### src/design/lsra_pkg.sv
// ----------------------------------------------------------------------------
// lsra_pkg: shared types and constants of the linear scan register allocator
// Payload words, cell control and candidate records, reset values of the
// register masks, and small helper functions.
// ----------------------------------------------------------------------------
package lsra_pkg;

  // field widths
  localparam int NumSlots = 16;
  localparam int RegW     = 4;
  localparam int VregW    = 10;
  localparam int PosW     = 16;
  localparam int MaskW    = 16;
  localparam int AgeW     = 11;
  localparam int SpillW   = 11;
  localparam int SlotW    = 10;
  localparam int FrameW   = 14;

  // saturation limits
  localparam logic [AgeW-1:0]   AgeMax   = 11'd2047;
  localparam logic [SpillW-1:0] SpillMax = 11'd1024;
  localparam logic [SlotW-1:0]  SlotMax  = 10'd1023;

  // register reset values
  localparam logic [MaskW-1:0] CallerSavedRst = 16'h0FC7;
  localparam logic [MaskW-1:0] CalleeSavedRst = 16'hF028;
  localparam logic [MaskW-1:0] ReservedRst    = 16'h0010;

  // result outcome codes
  localparam logic OutcomeAssigned = 1'b0;
  localparam logic OutcomeSpilled  = 1'b1;

  // configuration register indexes
  typedef enum logic [1:0] {
    CfgCallerSaved = 2'd0,
    CfgCalleeSaved = 2'd1,
    CfgReserved    = 2'd2
  } lsra_cfg_e;

  // input word
  typedef struct packed {
    logic             first_of_run;
    logic [VregW-1:0] vreg;
    logic [PosW-1:0]  interval_start;
    logic [PosW-1:0]  interval_end;
    logic             pin_en;
    logic [RegW-1:0]  pin_reg;
  } lsra_in_t;

  // output word
  typedef struct packed {
    logic [VregW-1:0]  out_vreg;
    logic              outcome;
    logic [RegW-1:0]   assigned_reg;
    logic [SlotW-1:0]  slot_num;
    logic [MaskW-1:0]  callee_used_mask;
    logic [FrameW-1:0] frame_bytes;
    logic              last;
  } lsra_out_t;

  // one pending result without the run-wide fields
  typedef struct packed {
    logic [VregW-1:0] vreg;
    logic             outcome;
    logic [RegW-1:0]  assigned_reg;
    logic [SlotW-1:0] slot_num;
  } lsra_res_t;

  // broadcast control from the sequencer to every cell
  typedef struct packed {
    logic             clear;
    logic             expire_en;
    logic [PosW-1:0]  start;
    logic             wr_en;
    logic [RegW-1:0]  wr_idx;
    logic [VregW-1:0] wr_vreg;
    logic [PosW-1:0]  wr_end;
    logic             wr_fixed;
    logic [AgeW-1:0]  wr_age;
  } lsra_ctrl_t;

  // spill candidate handed from cell to cell
  typedef struct packed {
    logic             found;
    logic [RegW-1:0]  idx;
    logic [VregW-1:0] vreg;
    logic [PosW-1:0]  end_pos;
    logic [AgeW-1:0]  age;
  } lsra_cand_t;

  // per-cell status seen by the sequencer
  typedef struct packed {
    logic             valid;
    logic             expiring;
    logic [VregW-1:0] vreg;
  } lsra_status_t;

  // allocatable pool
  function automatic logic [MaskW-1:0] pool_f(input logic [MaskW-1:0] caller,
                                              input logic [MaskW-1:0] callee,
                                              input logic [MaskW-1:0] reserved,
                                              input logic [MaskW-1:0] tmask);
    return (caller | callee) & ~reserved & tmask;
  endfunction

  // lowest set bit, top index when none is set
  function automatic logic [RegW-1:0] lowest_f(input logic [MaskW-1:0] m);
    logic [RegW-1:0] r;
    r = RegW'(NumSlots - 1);
    for (int i = NumSlots - 1; i >= 0; i--) begin
      if (m[i]) r = RegW'(i);
    end
    return r;
  endfunction

endpackage

### src/design/lsra_cell.sv
// ----------------------------------------------------------------------------
// lsra_cell: one slot of the active table
// Holds the interval living in one physical register, flags its expiry and
// merges itself into the spill candidate passed along the chain.
// ----------------------------------------------------------------------------
module lsra_cell import lsra_pkg::*; #(
  parameter int CELL_IDX = 0
) (
  input  logic         clk_i,
  input  logic         rst_ni,
  input  lsra_ctrl_t   ctrl_i,
  input  lsra_cand_t   cand_i,
  output lsra_cand_t   cand_o,
  output lsra_status_t status_o
);

  logic             valid_q, valid_d;
  logic [VregW-1:0] vreg_q;
  logic [PosW-1:0]  end_q;
  logic             fixed_q;
  logic [AgeW-1:0]  age_q;
  logic             wr_hit;
  logic             expiring;
  logic             take;
  lsra_cand_t       cand_q, cand_d;

  // slot update
  assign wr_hit   = ctrl_i.wr_en && (ctrl_i.wr_idx == RegW'(CELL_IDX));
  assign expiring = valid_q && ctrl_i.expire_en && (end_q < ctrl_i.start);

  always_comb begin
    valid_d = valid_q;
    if (ctrl_i.clear) begin
      valid_d = 1'b0;
    end else if (wr_hit) begin
      valid_d = 1'b1;
    end else if (expiring) begin
      valid_d = 1'b0;
    end
  end

  // furthest end wins, then lowest age, earlier cell on a full tie
  assign take = valid_q && !fixed_q &&
                (!cand_i.found || (end_q > cand_i.end_pos) ||
                 ((end_q == cand_i.end_pos) && (age_q < cand_i.age)));

  always_comb begin
    cand_d = cand_i;
    if (take) begin
      cand_d.found   = 1'b1;
      cand_d.idx     = RegW'(CELL_IDX);
      cand_d.vreg    = vreg_q;
      cand_d.end_pos = end_q;
      cand_d.age     = age_q;
    end
  end

  // control state
  always_ff @(posedge clk_i or negedge rst_ni) begin
    if (!rst_ni) begin
      valid_q <= 1'b0;
      cand_q  <= '0;
    end else begin
      valid_q <= valid_d;
      cand_q  <= cand_d;
    end
  end

  // slot payload
  always_ff @(posedge clk_i) begin
    if (wr_hit && !ctrl_i.clear) begin
      vreg_q  <= ctrl_i.wr_vreg;
      end_q   <= ctrl_i.wr_end;
      fixed_q <= ctrl_i.wr_fixed;
      age_q   <= ctrl_i.wr_age;
    end
  end

  assign cand_o            = cand_q;
  assign status_o.valid    = valid_q;
  assign status_o.expiring = expiring;
  assign status_o.vreg     = vreg_q;

endmodule

### src/design/linear_scan_register_allocator.sv
// ----------------------------------------------------------------------------
// linear_scan_register_allocator: linear scan register allocation engine
// Assigns physical registers or spill slots to live intervals sorted by start.
// ----------------------------------------------------------------------------
// Usage:
//   Input channel (in_valid_i/in_ready_o/in_data_i) takes one live interval
//   per word; output channel (out_valid_o/out_ready_i/out_data_o) returns one
//   or two result words per interval, the final one flagged by last; a word
//   whose vreg is NUM_VREGS or more gets no result. Configuration
//   writes (cfg_we_i, cfg_idx_i, cfg_wdata_i) load the register masks; the
//   free pool picks them up at run start. Each interval passes the expire and
//   decide states before its first result word is shown; when no register is
//   free the spill candidate walks the cell chain, one cell per register and
//   at most 16 cells, before the decision. The block handles one interval at
//   a time, and the chain walk adds a wait set by the number of cells.
//   A new word is taken the cycle after the last result word leaves.
//   A stalled receiver holds the result word and the block waits.
//   Reset empties the active table, loads the free pool from the reset masks,
//   zeroes the spill and age counts and callee-used mask; no clearing pass.
// ----------------------------------------------------------------------------
module linear_scan_register_allocator import lsra_pkg::*; #(
  parameter int NUM_REGS      = 16,
  parameter int NUM_VREGS     = 1024,
  parameter int POSITION_BITS = 16
) (
  input  logic             clk_i,
  input  logic             rst_ni,
  input  logic             in_valid_i,
  output logic             in_ready_o,
  input  lsra_in_t         in_data_i,
  output logic             out_valid_o,
  input  logic             out_ready_i,
  output lsra_out_t        out_data_o,
  input  logic             cfg_we_i,
  input  logic [1:0]       cfg_idx_i,
  input  logic [MaskW-1:0] cfg_wdata_i
);

  localparam int RegLimit = (NUM_REGS < NumSlots) ? NUM_REGS : NumSlots;
  localparam int PosBits  = (POSITION_BITS < PosW) ? POSITION_BITS : PosW;
  localparam int CntW     = $clog2(RegLimit);
  localparam logic [MaskW-1:0] TableMask = MaskW'((1 << RegLimit) - 1);
  localparam logic [PosW-1:0]  PosMask   = PosW'((1 << PosBits) - 1);
  localparam logic [MaskW-1:0] PoolRst   =
    pool_f(CallerSavedRst, CalleeSavedRst, ReservedRst, TableMask);

  typedef enum logic [2:0] {
    StIdle,
    StExpire,
    StDecide,
    StSearch,
    StEmit
  } state_e;

  // configuration registers
  logic [MaskW-1:0] caller_q, callee_q, reserved_q;
  logic [MaskW-1:0] pool_live;

  always_ff @(posedge clk_i or negedge rst_ni) begin
    if (!rst_ni) begin
      caller_q   <= CallerSavedRst;
      callee_q   <= CalleeSavedRst;
      reserved_q <= ReservedRst;
    end else if (cfg_we_i) begin
      case (lsra_cfg_e'(cfg_idx_i))
        CfgCallerSaved: caller_q   <= cfg_wdata_i;
        CfgCalleeSaved: callee_q   <= cfg_wdata_i;
        CfgReserved:    reserved_q <= cfg_wdata_i;
        default: ;
      endcase
    end
  end

  assign pool_live = pool_f(caller_q, callee_q, reserved_q, TableMask);

  // sequencer registers
  state_e           state_q, state_d;
  lsra_in_t         item_q, item_d;
  lsra_res_t        res_q [2];
  lsra_res_t        res_d [2];
  logic             two_q, two_d;
  logic             emit_idx_q, emit_idx_d;
  logic [CntW-1:0]  cnt_q, cnt_d;
  logic [MaskW-1:0] free_q, free_d;
  logic [MaskW-1:0] callee_used_q, callee_used_d;
  logic [SpillW-1:0] spill_q, spill_d;
  logic [AgeW-1:0]  age_q, age_d;

  // cell chain
  lsra_ctrl_t   ctrl;
  lsra_cand_t   cand_w   [RegLimit+1];
  lsra_status_t status_w [RegLimit];

  assign cand_w[0] = '0;

  for (genvar gi = 0; gi < RegLimit; gi++) begin : g_cell
    lsra_cell #(
      .CELL_IDX(gi)
    ) u_cell (
      .clk_i   (clk_i),
      .rst_ni  (rst_ni),
      .ctrl_i  (ctrl),
      .cand_i  (cand_w[gi]),
      .cand_o  (cand_w[gi+1]),
      .status_o(status_w[gi])
    );
  end

  // gather cell status into full-width vectors
  logic [MaskW-1:0] valid_vec, expire_vec;
  logic [VregW-1:0] slot_vreg_w [NumSlots];

  always_comb begin
    valid_vec  = '0;
    expire_vec = '0;
    for (int i = 0; i < NumSlots; i++) begin
      slot_vreg_w[i] = '0;
    end
    for (int i = 0; i < RegLimit; i++) begin
      valid_vec[i]   = status_w[i].valid;
      expire_vec[i]  = status_w[i].expiring;
      slot_vreg_w[i] = status_w[i].vreg;
    end
  end

  // derived values used by the decision
  logic [SlotW-1:0]  slot_now;
  logic [SpillW-1:0] spill_inc;
  logic [AgeW-1:0]   age_inc;
  logic              fixed_ok;
  logic              vreg_ok;
  logic [MaskW-1:0]  avail_caller, avail_callee, avail;
  logic [RegW-1:0]   pick;
  logic [MaskW-1:0]  pick_bit, fixed_bit;
  lsra_cand_t        best;

  assign slot_now       = (spill_q > SpillW'(SlotMax)) ? SlotMax : spill_q[SlotW-1:0];
  assign spill_inc      = (spill_q < SpillMax) ? spill_q + 1'b1 : spill_q;
  assign age_inc        = (age_q < AgeMax) ? age_q + 1'b1 : age_q;
  assign fixed_ok       = item_q.pin_en && ({1'b0, item_q.pin_reg} < (RegW+1)'(RegLimit));
  assign vreg_ok        = {7'b0, in_data_i.vreg} < 17'(NUM_VREGS);
  assign avail_caller   = free_q & caller_q & TableMask;
  assign avail_callee   = free_q & callee_q & TableMask;
  assign avail          = (avail_caller != '0) ? avail_caller : avail_callee;
  assign pick           = lowest_f(avail);
  assign pick_bit       = MaskW'(1) << pick;
  assign fixed_bit      = MaskW'(1) << item_q.pin_reg;
  assign best           = cand_w[RegLimit];

  // sequencer next state
  always_comb begin
    state_d       = state_q;
    item_d        = item_q;
    res_d[0]      = res_q[0];
    res_d[1]      = res_q[1];
    two_d         = two_q;
    emit_idx_d    = emit_idx_q;
    cnt_d         = cnt_q;
    free_d        = free_q;
    callee_used_d = callee_used_q;
    spill_d       = spill_q;
    age_d         = age_q;

    ctrl          = '0;
    ctrl.start    = item_q.interval_start;
    ctrl.wr_vreg  = item_q.vreg;
    ctrl.wr_end   = item_q.interval_end;

    in_ready_o    = 1'b0;
    out_valid_o   = 1'b0;

    case (state_q)
      StIdle: begin
        in_ready_o = 1'b1;
        if (in_valid_i) begin
          item_d                = in_data_i;
          item_d.interval_start = in_data_i.interval_start & PosMask;
          item_d.interval_end   = in_data_i.interval_end & PosMask;
          if (in_data_i.first_of_run) begin
            ctrl.clear    = 1'b1;
            free_d        = pool_live;
            callee_used_d = '0;
            spill_d       = '0;
            age_d         = '0;
          end
          state_d = vreg_ok ? StExpire : StIdle;
        end
      end

      // retire intervals ending before the new start
      StExpire: begin
        ctrl.expire_en = 1'b1;
        free_d         = free_q | (expire_vec & pool_live);
        state_d        = StDecide;
      end

      StDecide: begin
        emit_idx_d = 1'b0;
        if (fixed_ok) begin
          // fixed register: evict any holder first
          ctrl.wr_en    = 1'b1;
          ctrl.wr_idx   = item_q.pin_reg;
          ctrl.wr_fixed = 1'b1;
          ctrl.wr_age   = age_q;
          age_d         = age_inc;
          free_d        = free_q & ~fixed_bit;
          callee_used_d = callee_used_q | (fixed_bit & callee_q);
          if (valid_vec[item_q.pin_reg]) begin
            res_d[0] = '{vreg: slot_vreg_w[item_q.pin_reg], outcome: OutcomeSpilled,
                         assigned_reg: '0, slot_num: slot_now};
            res_d[1] = '{vreg: item_q.vreg, outcome: OutcomeAssigned,
                         assigned_reg: item_q.pin_reg, slot_num: '0};
            two_d    = 1'b1;
            spill_d  = spill_inc;
          end else begin
            res_d[0] = '{vreg: item_q.vreg, outcome: OutcomeAssigned,
                         assigned_reg: item_q.pin_reg, slot_num: '0};
            two_d    = 1'b0;
          end
          state_d = StEmit;
        end else if (avail != '0) begin
          // lowest free register, caller-saved first
          ctrl.wr_en    = 1'b1;
          ctrl.wr_idx   = pick;
          ctrl.wr_fixed = 1'b0;
          ctrl.wr_age   = age_q;
          age_d         = age_inc;
          free_d        = free_q & ~pick_bit;
          if (avail_caller == '0) begin
            callee_used_d = callee_used_q | pick_bit;
          end
          res_d[0] = '{vreg: item_q.vreg, outcome: OutcomeAssigned,
                       assigned_reg: pick, slot_num: '0};
          two_d    = 1'b0;
          state_d  = StEmit;
        end else begin
          cnt_d   = '0;
          state_d = StSearch;
        end
      end

      // wait for the candidate to reach the end of the chain
      StSearch: begin
        if (cnt_q == CntW'(RegLimit - 1)) begin
          spill_d = spill_inc;
          if (best.found && (best.end_pos > item_q.interval_end)) begin
            ctrl.wr_en    = 1'b1;
            ctrl.wr_idx   = best.idx;
            ctrl.wr_fixed = 1'b0;
            ctrl.wr_age   = best.age;
            res_d[0] = '{vreg: best.vreg, outcome: OutcomeSpilled,
                         assigned_reg: '0, slot_num: slot_now};
            res_d[1] = '{vreg: item_q.vreg, outcome: OutcomeAssigned,
                         assigned_reg: best.idx, slot_num: '0};
            two_d    = 1'b1;
          end else begin
            res_d[0] = '{vreg: item_q.vreg, outcome: OutcomeSpilled,
                         assigned_reg: '0, slot_num: slot_now};
            two_d    = 1'b0;
          end
          state_d = StEmit;
        end else begin
          cnt_d = cnt_q + 1'b1;
        end
      end

      StEmit: begin
        out_valid_o = 1'b1;
        if (out_ready_i) begin
          if (emit_idx_q == two_q) begin
            state_d = StIdle;
          end else begin
            emit_idx_d = 1'b1;
          end
        end
      end

      default: begin
        state_d = StIdle;
      end
    endcase
  end

  // sequencer state and run counters
  always_ff @(posedge clk_i or negedge rst_ni) begin
    if (!rst_ni) begin
      state_q       <= StIdle;
      two_q         <= 1'b0;
      emit_idx_q    <= 1'b0;
      cnt_q         <= '0;
      free_q        <= PoolRst;
      callee_used_q <= '0;
      spill_q       <= '0;
      age_q         <= '0;
    end else begin
      state_q       <= state_d;
      two_q         <= two_d;
      emit_idx_q    <= emit_idx_d;
      cnt_q         <= cnt_d;
      free_q        <= free_d;
      callee_used_q <= callee_used_d;
      spill_q       <= spill_d;
      age_q         <= age_d;
    end
  end

  // item and result payload
  always_ff @(posedge clk_i) begin
    item_q   <= item_d;
    res_q[0] <= res_d[0];
    res_q[1] <= res_d[1];
  end

  // output word
  assign out_data_o.out_vreg         = res_q[emit_idx_q].vreg;
  assign out_data_o.outcome          = res_q[emit_idx_q].outcome;
  assign out_data_o.assigned_reg     = res_q[emit_idx_q].assigned_reg;
  assign out_data_o.slot_num         = res_q[emit_idx_q].slot_num;
  assign out_data_o.callee_used_mask = callee_used_q;
  assign out_data_o.frame_bytes      = {spill_q + SpillW'(spill_q[0]), 3'b000};
  assign out_data_o.last             = (emit_idx_q == two_q);

`ifndef ASSERT_OFF
  // a register held by a live interval is never in the free set
  assert property (@(posedge clk_i) disable iff (!rst_ni)
    (free_q & valid_vec) == '0)
    else $error("free mask overlaps an active slot");

  // spill count saturates at its limit
  assert property (@(posedge clk_i) disable iff (!rst_ni)
    spill_q <= SpillMax)
    else $error("spill counter beyond limit");

  // no new word is taken while a result is still shown
  assert property (@(posedge clk_i) disable iff (!rst_ni)
    !(in_ready_o && out_valid_o))
    else $error("input ready while result pending");

  // taking the final result word frees the input side
  assert property (@(posedge clk_i) disable iff (!rst_ni)
    out_valid_o && out_ready_i && out_data_o.last |=> in_ready_o)
    else $error("block not idle after final result");

  // an accepted word never yields a result in the next cycle
  assert property (@(posedge clk_i) disable iff (!rst_ni)
    in_valid_i && in_ready_o |=> !out_valid_o)
    else $error("result shown too early");
`endif

endmodule
### config.mk
export PLATFORM = sky130hd
export DESIGN_NAME = linear_scan_register_allocator
export DESIGN_NICKNAME = d
export VERILOG_FILES = /design/src/design/lsra_pkg.sv /design/src/design/lsra_cell.sv /design/src/design/linear_scan_register_allocator.sv
export SDC_FILE = /design/constraint.sdc
export NUM_CORES = 2
export LEC_CHECK = 0
export BUFFER_PORTS_ARGS = -buffer_cell sky130_fd_sc_hd__clkbuf_2
export CORE_MARGIN = 5
export CORE_UTILIZATION = 62
export CTS_BUF_LIST = sky130_fd_sc_hd__clkbuf_4 sky130_fd_sc_hd__clkbuf_8
export DETAILED_ROUTE_END_ITERATION = 10
export PLACE_DENSITY_LB_ADDON = 0.12
export SETUP_SLACK_MARGIN = 0.2
export SLEW_MARGIN = 20
export SYNTH_ARGS = -nofsm -noshare
export SYNTH_HDL_FRONTEND = slang
export SYNTH_SLANG_ARGS = --single-unit
### constraint.sdc
create_clock -name clk_i -period 6.64 [get_ports clk_i]
set_input_delay 0.332 -clock clk_i [delete_from_list [all_inputs] [get_ports clk_i]]
set_output_delay 0.332 -clock clk_i [all_outputs]
set_load 0.02 [all_outputs]
==> impl_table.tex <==
\begin{tabular}{lr}
\hline
Metric & Value \\
\hline
\multicolumn{2}{l}{\textbf{Synthesis}} \\
\quad Share of the synthesized area in the top cell type & between 30\% and 40\% \\
\quad Count of synthesis-stage warnings from yosys & 0 \\
\quad Number of storage elements in the synthesis netlist & between 1000 and 1500 \\
\quad Mapped Cells & approximately 5000 \\
\quad Post-synthesis cell type with the largest combined area & edfxtp\_1 \\
\quad Top\_reg\_cell synth & dfrtp\_1 \\
\quad Async set-reset flop share out of synthesis & 53.0\% \\
\quad Netlist cell types & 78 \\
\quad Post-Syn Area per Cell & 13.7 um\^{}2 \\
\quad Count of flip-flops with a built-in enable after synthesis & between 600 and 700 \\
\quad Share of synthesized area occupied by flip-flops and latches & a little under 60\% \\
\quad Syn Std Cell Area & just under 70000 um\^{}2 \\
\quad Most frequent cell after synthesis & dfrtp\_1 \\
\quad Dominant cells by area after synthesis & edfxtp\_1 30\%, dfrtp\_1 27\%, ha\_1 12\% \\
\quad Top cell types by occurrence after synthesis & 753 x dfrtp\_1, 694 x edfxtp\_1, 649 x ha\_1 \\
\multicolumn{2}{l}{\textbf{Floorplan}} \\
\quad Die area & 118000 um\^{}2 \\
\quad DIE WIDTH & approximately 340 um \\
\quad Floorplan core area & 111000 um\^{}2 \\
\quad Row count & 122 \\
\quad Y dimension of the die & between 300 and 400 um \\
\quad Num ports & $\sim$130 \\
\quad Starting density of the core & between 60\% and 70\% \\
\multicolumn{2}{l}{\textbf{Timing}} \\
\quad Maximum clock skew at final layout & about 52 ps \\
\quad Final period utilization & around 76\% \\
\quad Peak Freq & roughly 200 MHz \\
\quad Final-report hold violation count & 0 \\
\quad Count of pins over their slew limit & 0 \\
\quad Setup repair after global routing missed its margin & false \\
\quad Transition time at the pin with the least slew margin & around 1100 ps \\
\quad Post-route worst setup slack & about 1600 ps \\
\quad Endpoints failing setup & 0 \\
\quad Total negative slack & 0 ps \\
\quad Post-layout min period & between 5000 and 6000 ps \\
\quad Relative max-transition margin & roughly a quarter \\
\multicolumn{2}{l}{\textbf{Global routing}} \\
\quad Maximum number of pins on one net before global-route repair & 172 \\
\quad Via count of the first global-routing pass & around 44000 \\
\quad Antenna violations before repair & 7 \\
\quad Wire length of the first global-routing pass & about 260000 um \\
\quad All-Layer GR Usage & $\sim$30\% \\
\quad Global route overflow & 0 \\
\multicolumn{2}{l}{\textbf{Drt}} \\
\quad Wire length per cell & roughly 24 um \\
\quad Number of design-rule violations left by the first detailed-router iteration & approximately 3300 \\
\quad Number of antenna-violating nets in the routed design & 0 \\
\quad Vias & 42800 \\
\quad Total wire length after detailed routing & around 170000 um \\
\quad First-pass detailed-route iteration total & 7 \\
\quad Via density per instance & roughly 6.0 \\
\quad Post-detailed-route DRC marker count & 0 \\
\multicolumn{2}{l}{\textbf{Clock tree}} \\
\quad TritonCTS clock tree & done \\
\quad Number of buffers added by the clock tree synthesis step & 231 \\
\quad Insertion delay of the later-clocked pin in the worst-skew pair & about 950 ps \\
\quad Clk slew on worst S/H paths & approximately 60 ps \\
\quad Buffer cell driving the clock tree root & clkbuf\_8 \\
\quad CTS max path bufs & 3 \\
\quad Maximum level of the CTS H-tree & 4 \\
\quad Count of clock tree sinks & 1478 \\
\quad Post-CTS sizing & 0 \\
\multicolumn{2}{l}{\textbf{Cells and area}} \\
\quad FILL cells & 7600 \\
\quad Synth-to-layout area growth & 12.7\% \\
\quad Area used by sequential logic in the layout & 40500 um\^{}2 \\
\quad Area of combinational cells with multiple inputs & between 20000 and 30000 um\^{}2 \\
\quad Final cell count without fillers & 7093 \\
\quad Share of post-route cells with drive strength above 1 & about a quarter \\
\quad Total number of nets in the final design & 6110 \\
\multicolumn{2}{l}{\textbf{Min path}} \\
\quad Worst hold path class & primary input to register \\
\quad Hold-critical path depth & 2 \\
\quad Min-delay src & in\_data\_i[4] \\
\quad Endpoint, Worst Hold & fixed\_ok\$\_DFFE\_PP\_ \\
\multicolumn{2}{l}{\textbf{Place}} \\
\quad Dpl hpwl & 121000 um \\
\quad Number of input and output port buffers inserted & $\sim$120 \\
\quad Weighted congestion at the end of routability-driven global placement & between 0.9 and 1 \\
\quad Placed cell count & about 6600 \\
\quad Worst setup slack after placement & roughly 1600 ps \\
\multicolumn{2}{l}{\textbf{Pwr}} \\
\quad Ratio of total power to cell area & $\sim$360 nW/um\^{}2 \\
\quad Logic gate share of total power & about a quarter \\
\quad Sw frac & between 30\% and 40\% \\
\quad Clock Power Share & roughly 29\% \\
\quad Static leakage power & $\sim$34 nW \\
\quad Sequential power share & 45.4\% \\
\quad Sw Pwr & about 9 mW \\
\quad Max VDD drop & between 0.2 and 0.3 mV \\
\quad Internal power component & 19.2 mW \\
\multicolumn{2}{l}{\textbf{Worst setup path}} \\
\quad CP startpoint kind & register \\
\quad Worst R2R Path Depth & 10 \\
\quad Reg-to-reg startpoint & ctrl[24]\$\_DFFE\_PP\_ \\
\quad Capturing element type of the critical path & register \\
\quad WS Path Type & register to register \\
\quad Data arrival, critical path & around 5600 ps \\
\quad Critical path fanouts, max & 25 \\
\quad RR Endpoint & g\_cell[10].u\_cell.age\_q[8]\$\_DFFE\_PP\_ \\
\quad Required time of the critical path & about 7000 ps \\
\quad Register-to-Register Setup Slack & around 1600 ps \\
\multicolumn{2}{l}{\textbf{Flow run}} \\
\quad Maximum Capacitance Violations & 0 \\
\multicolumn{2}{l}{\textbf{Run status}} \\
\quad Result of the run & finished, final reports clean \\
\hline
\end{tabular}
## cells in the final DEF (no fill, tap or decap), drive strengths merged, types with 16 or more instances in the layout
cell / count
buf: 80
nor2b: 87
dlygate4sd3: 70
edfxtp: 694
a31oi: 24
inv: 462
nor2: 108
dfrtp: 753
mux4: 54
clkbuf: 494
a2111oi: 27
nor3: 40
o31ai: 16
nand2b: 87
mux2: 618
dfstp: 31
ha: 649
a221o: 21
and2: 78
clkinv: 53
nand4: 59
a21o: 126
nand3: 44
a22o: 17
a211oi: 21
and3: 27
o21a: 49
a22oi: 16
nand2: 187
a21oi: 203
a31o: 20
o21ai: 177
## cell families after synthesis
family                   share of synthesized area [%]
flip-flops                                        58.9
adder cells (fa/ha/maj)                           11.8
XOR/XNOR                                         0.242
other                                          0.00545
AND/OR/NAND/NOR                                   6.26
buffers and inverters                             3.15
multiplexers                                      11.9
AO/OA/AOI/OAI                                     7.75
## per-stage QoR
stage	hold slack [ps]	power [mW]	util (%)	area [um^2]
4_1_cts	31.7	28.2	70.1	77500
5_1_grt	68.9	29.6	70.1	77500
3_5_place_dp	398	20.0	64.9	71700
3_3_place_gp	402	19.7	64.8	71700
2_1_floorplan	36.4	17.3	-	68800
6_report	118	28.1	70.1	77500
## what timing repair did
| item | 4_1_cts | 5_1_grt |
|---|---|---|
| setup buffers | 0 | 0 |
| hold endpoints to repair | 181 | 0 |
| hold buffers | 71 | 0 |
## how the worst max path moves through the flow
| stage | from | endpoint | slack [ps] | cells past startpoint |
|---|---|---|---|---|
| detailed placement | ctrl[24]$_DFFE_PP_ | g_cell[2].u_cell.end_q[2]$_DFFE_PP_ | 1590 | 10 |
| global placement | ctrl[24]$_DFFE_PP_ | g_cell[2].u_cell.end_q[2]$_DFFE_PP_ | 1600 | 10 |
| CTS | ctrl[24]$_DFFE_PP_ | g_cell[2].u_cell.end_q[1]$_DFFE_PP_ | 1550 | 10 |
| finish | ctrl[24]$_DFFE_PP_ | g_cell[10].u_cell.age_q[8]$_DFFE_PP_ | 1590 | 10 |
| global route | ctrl[24]$_DFFE_PP_ | g_cell[10].u_cell.end_q[15]$_DFFE_PP_ | 1360 | 10 |
| floorplan | ctrl[27]$_DFFE_PP_ | g_cell[8].u_cell.age_q[0]$_DFFE_PP_ | 920 | 10 |
## power groups by stage
stage	clock network [mW]	registers [mW]	logic [mW]
after floorplan	0	12.4	4.83
after global placement	0	12.8	6.91
after detailed placement	0	12.9	7.08
after CTS	8.25	12.7	7.20
after global routing	8.68	12.9	8.00
final	8.13	12.7	7.22
## worst max-delay path, cell delays in order, from the launching register on
cell	delay, ps
edfxtp_1	860
inv_1	100
ha_1	300
nand4_1	90
or2_2	340
o31ai_1	610
and3_1	630
a221o_1	410
nor2b_1	390
nor2b_4	510
buf_4	420
## flip-flops by register name, summed over array words and instances (netlist names)
register	cells
g_cell.u_cell.cand_o	657
g_cell.u_cell.end_q	256
g_cell.u_cell.age_q	176
g_cell.u_cell.vreg_q	160
ctrl	42
res_q	39
callee_q	16
callee_used_q	16
caller_q	16
free_q	16
g_cell.u_cell.fixed_q	16
g_cell.u_cell.valid_q	16
reserved_q	16
age_q	11
spill_q	11
cnt_q	4
item_q	4
state_q	3
emit_idx_q	1
fixed_ok	1
two_q	1
## layer usage
layer	wire length (um)	GRT usage, %
met4	5140	9.43
met3	13500	5.98
met5	15	0
met2	79500	46.9
met1	74300	42.1
## final cells by class
class	count	share of cell area, %
clock buffer	371	5.82
antenna	6	0.0194
multi-input combinational	2957	34.0
sequential	1478	52.2
inverter	449	2.17
clock inverter	71	0.681
timing repair buffer	273	2.66
tap	1488	2.40
(Power assumes the default switching activity.)
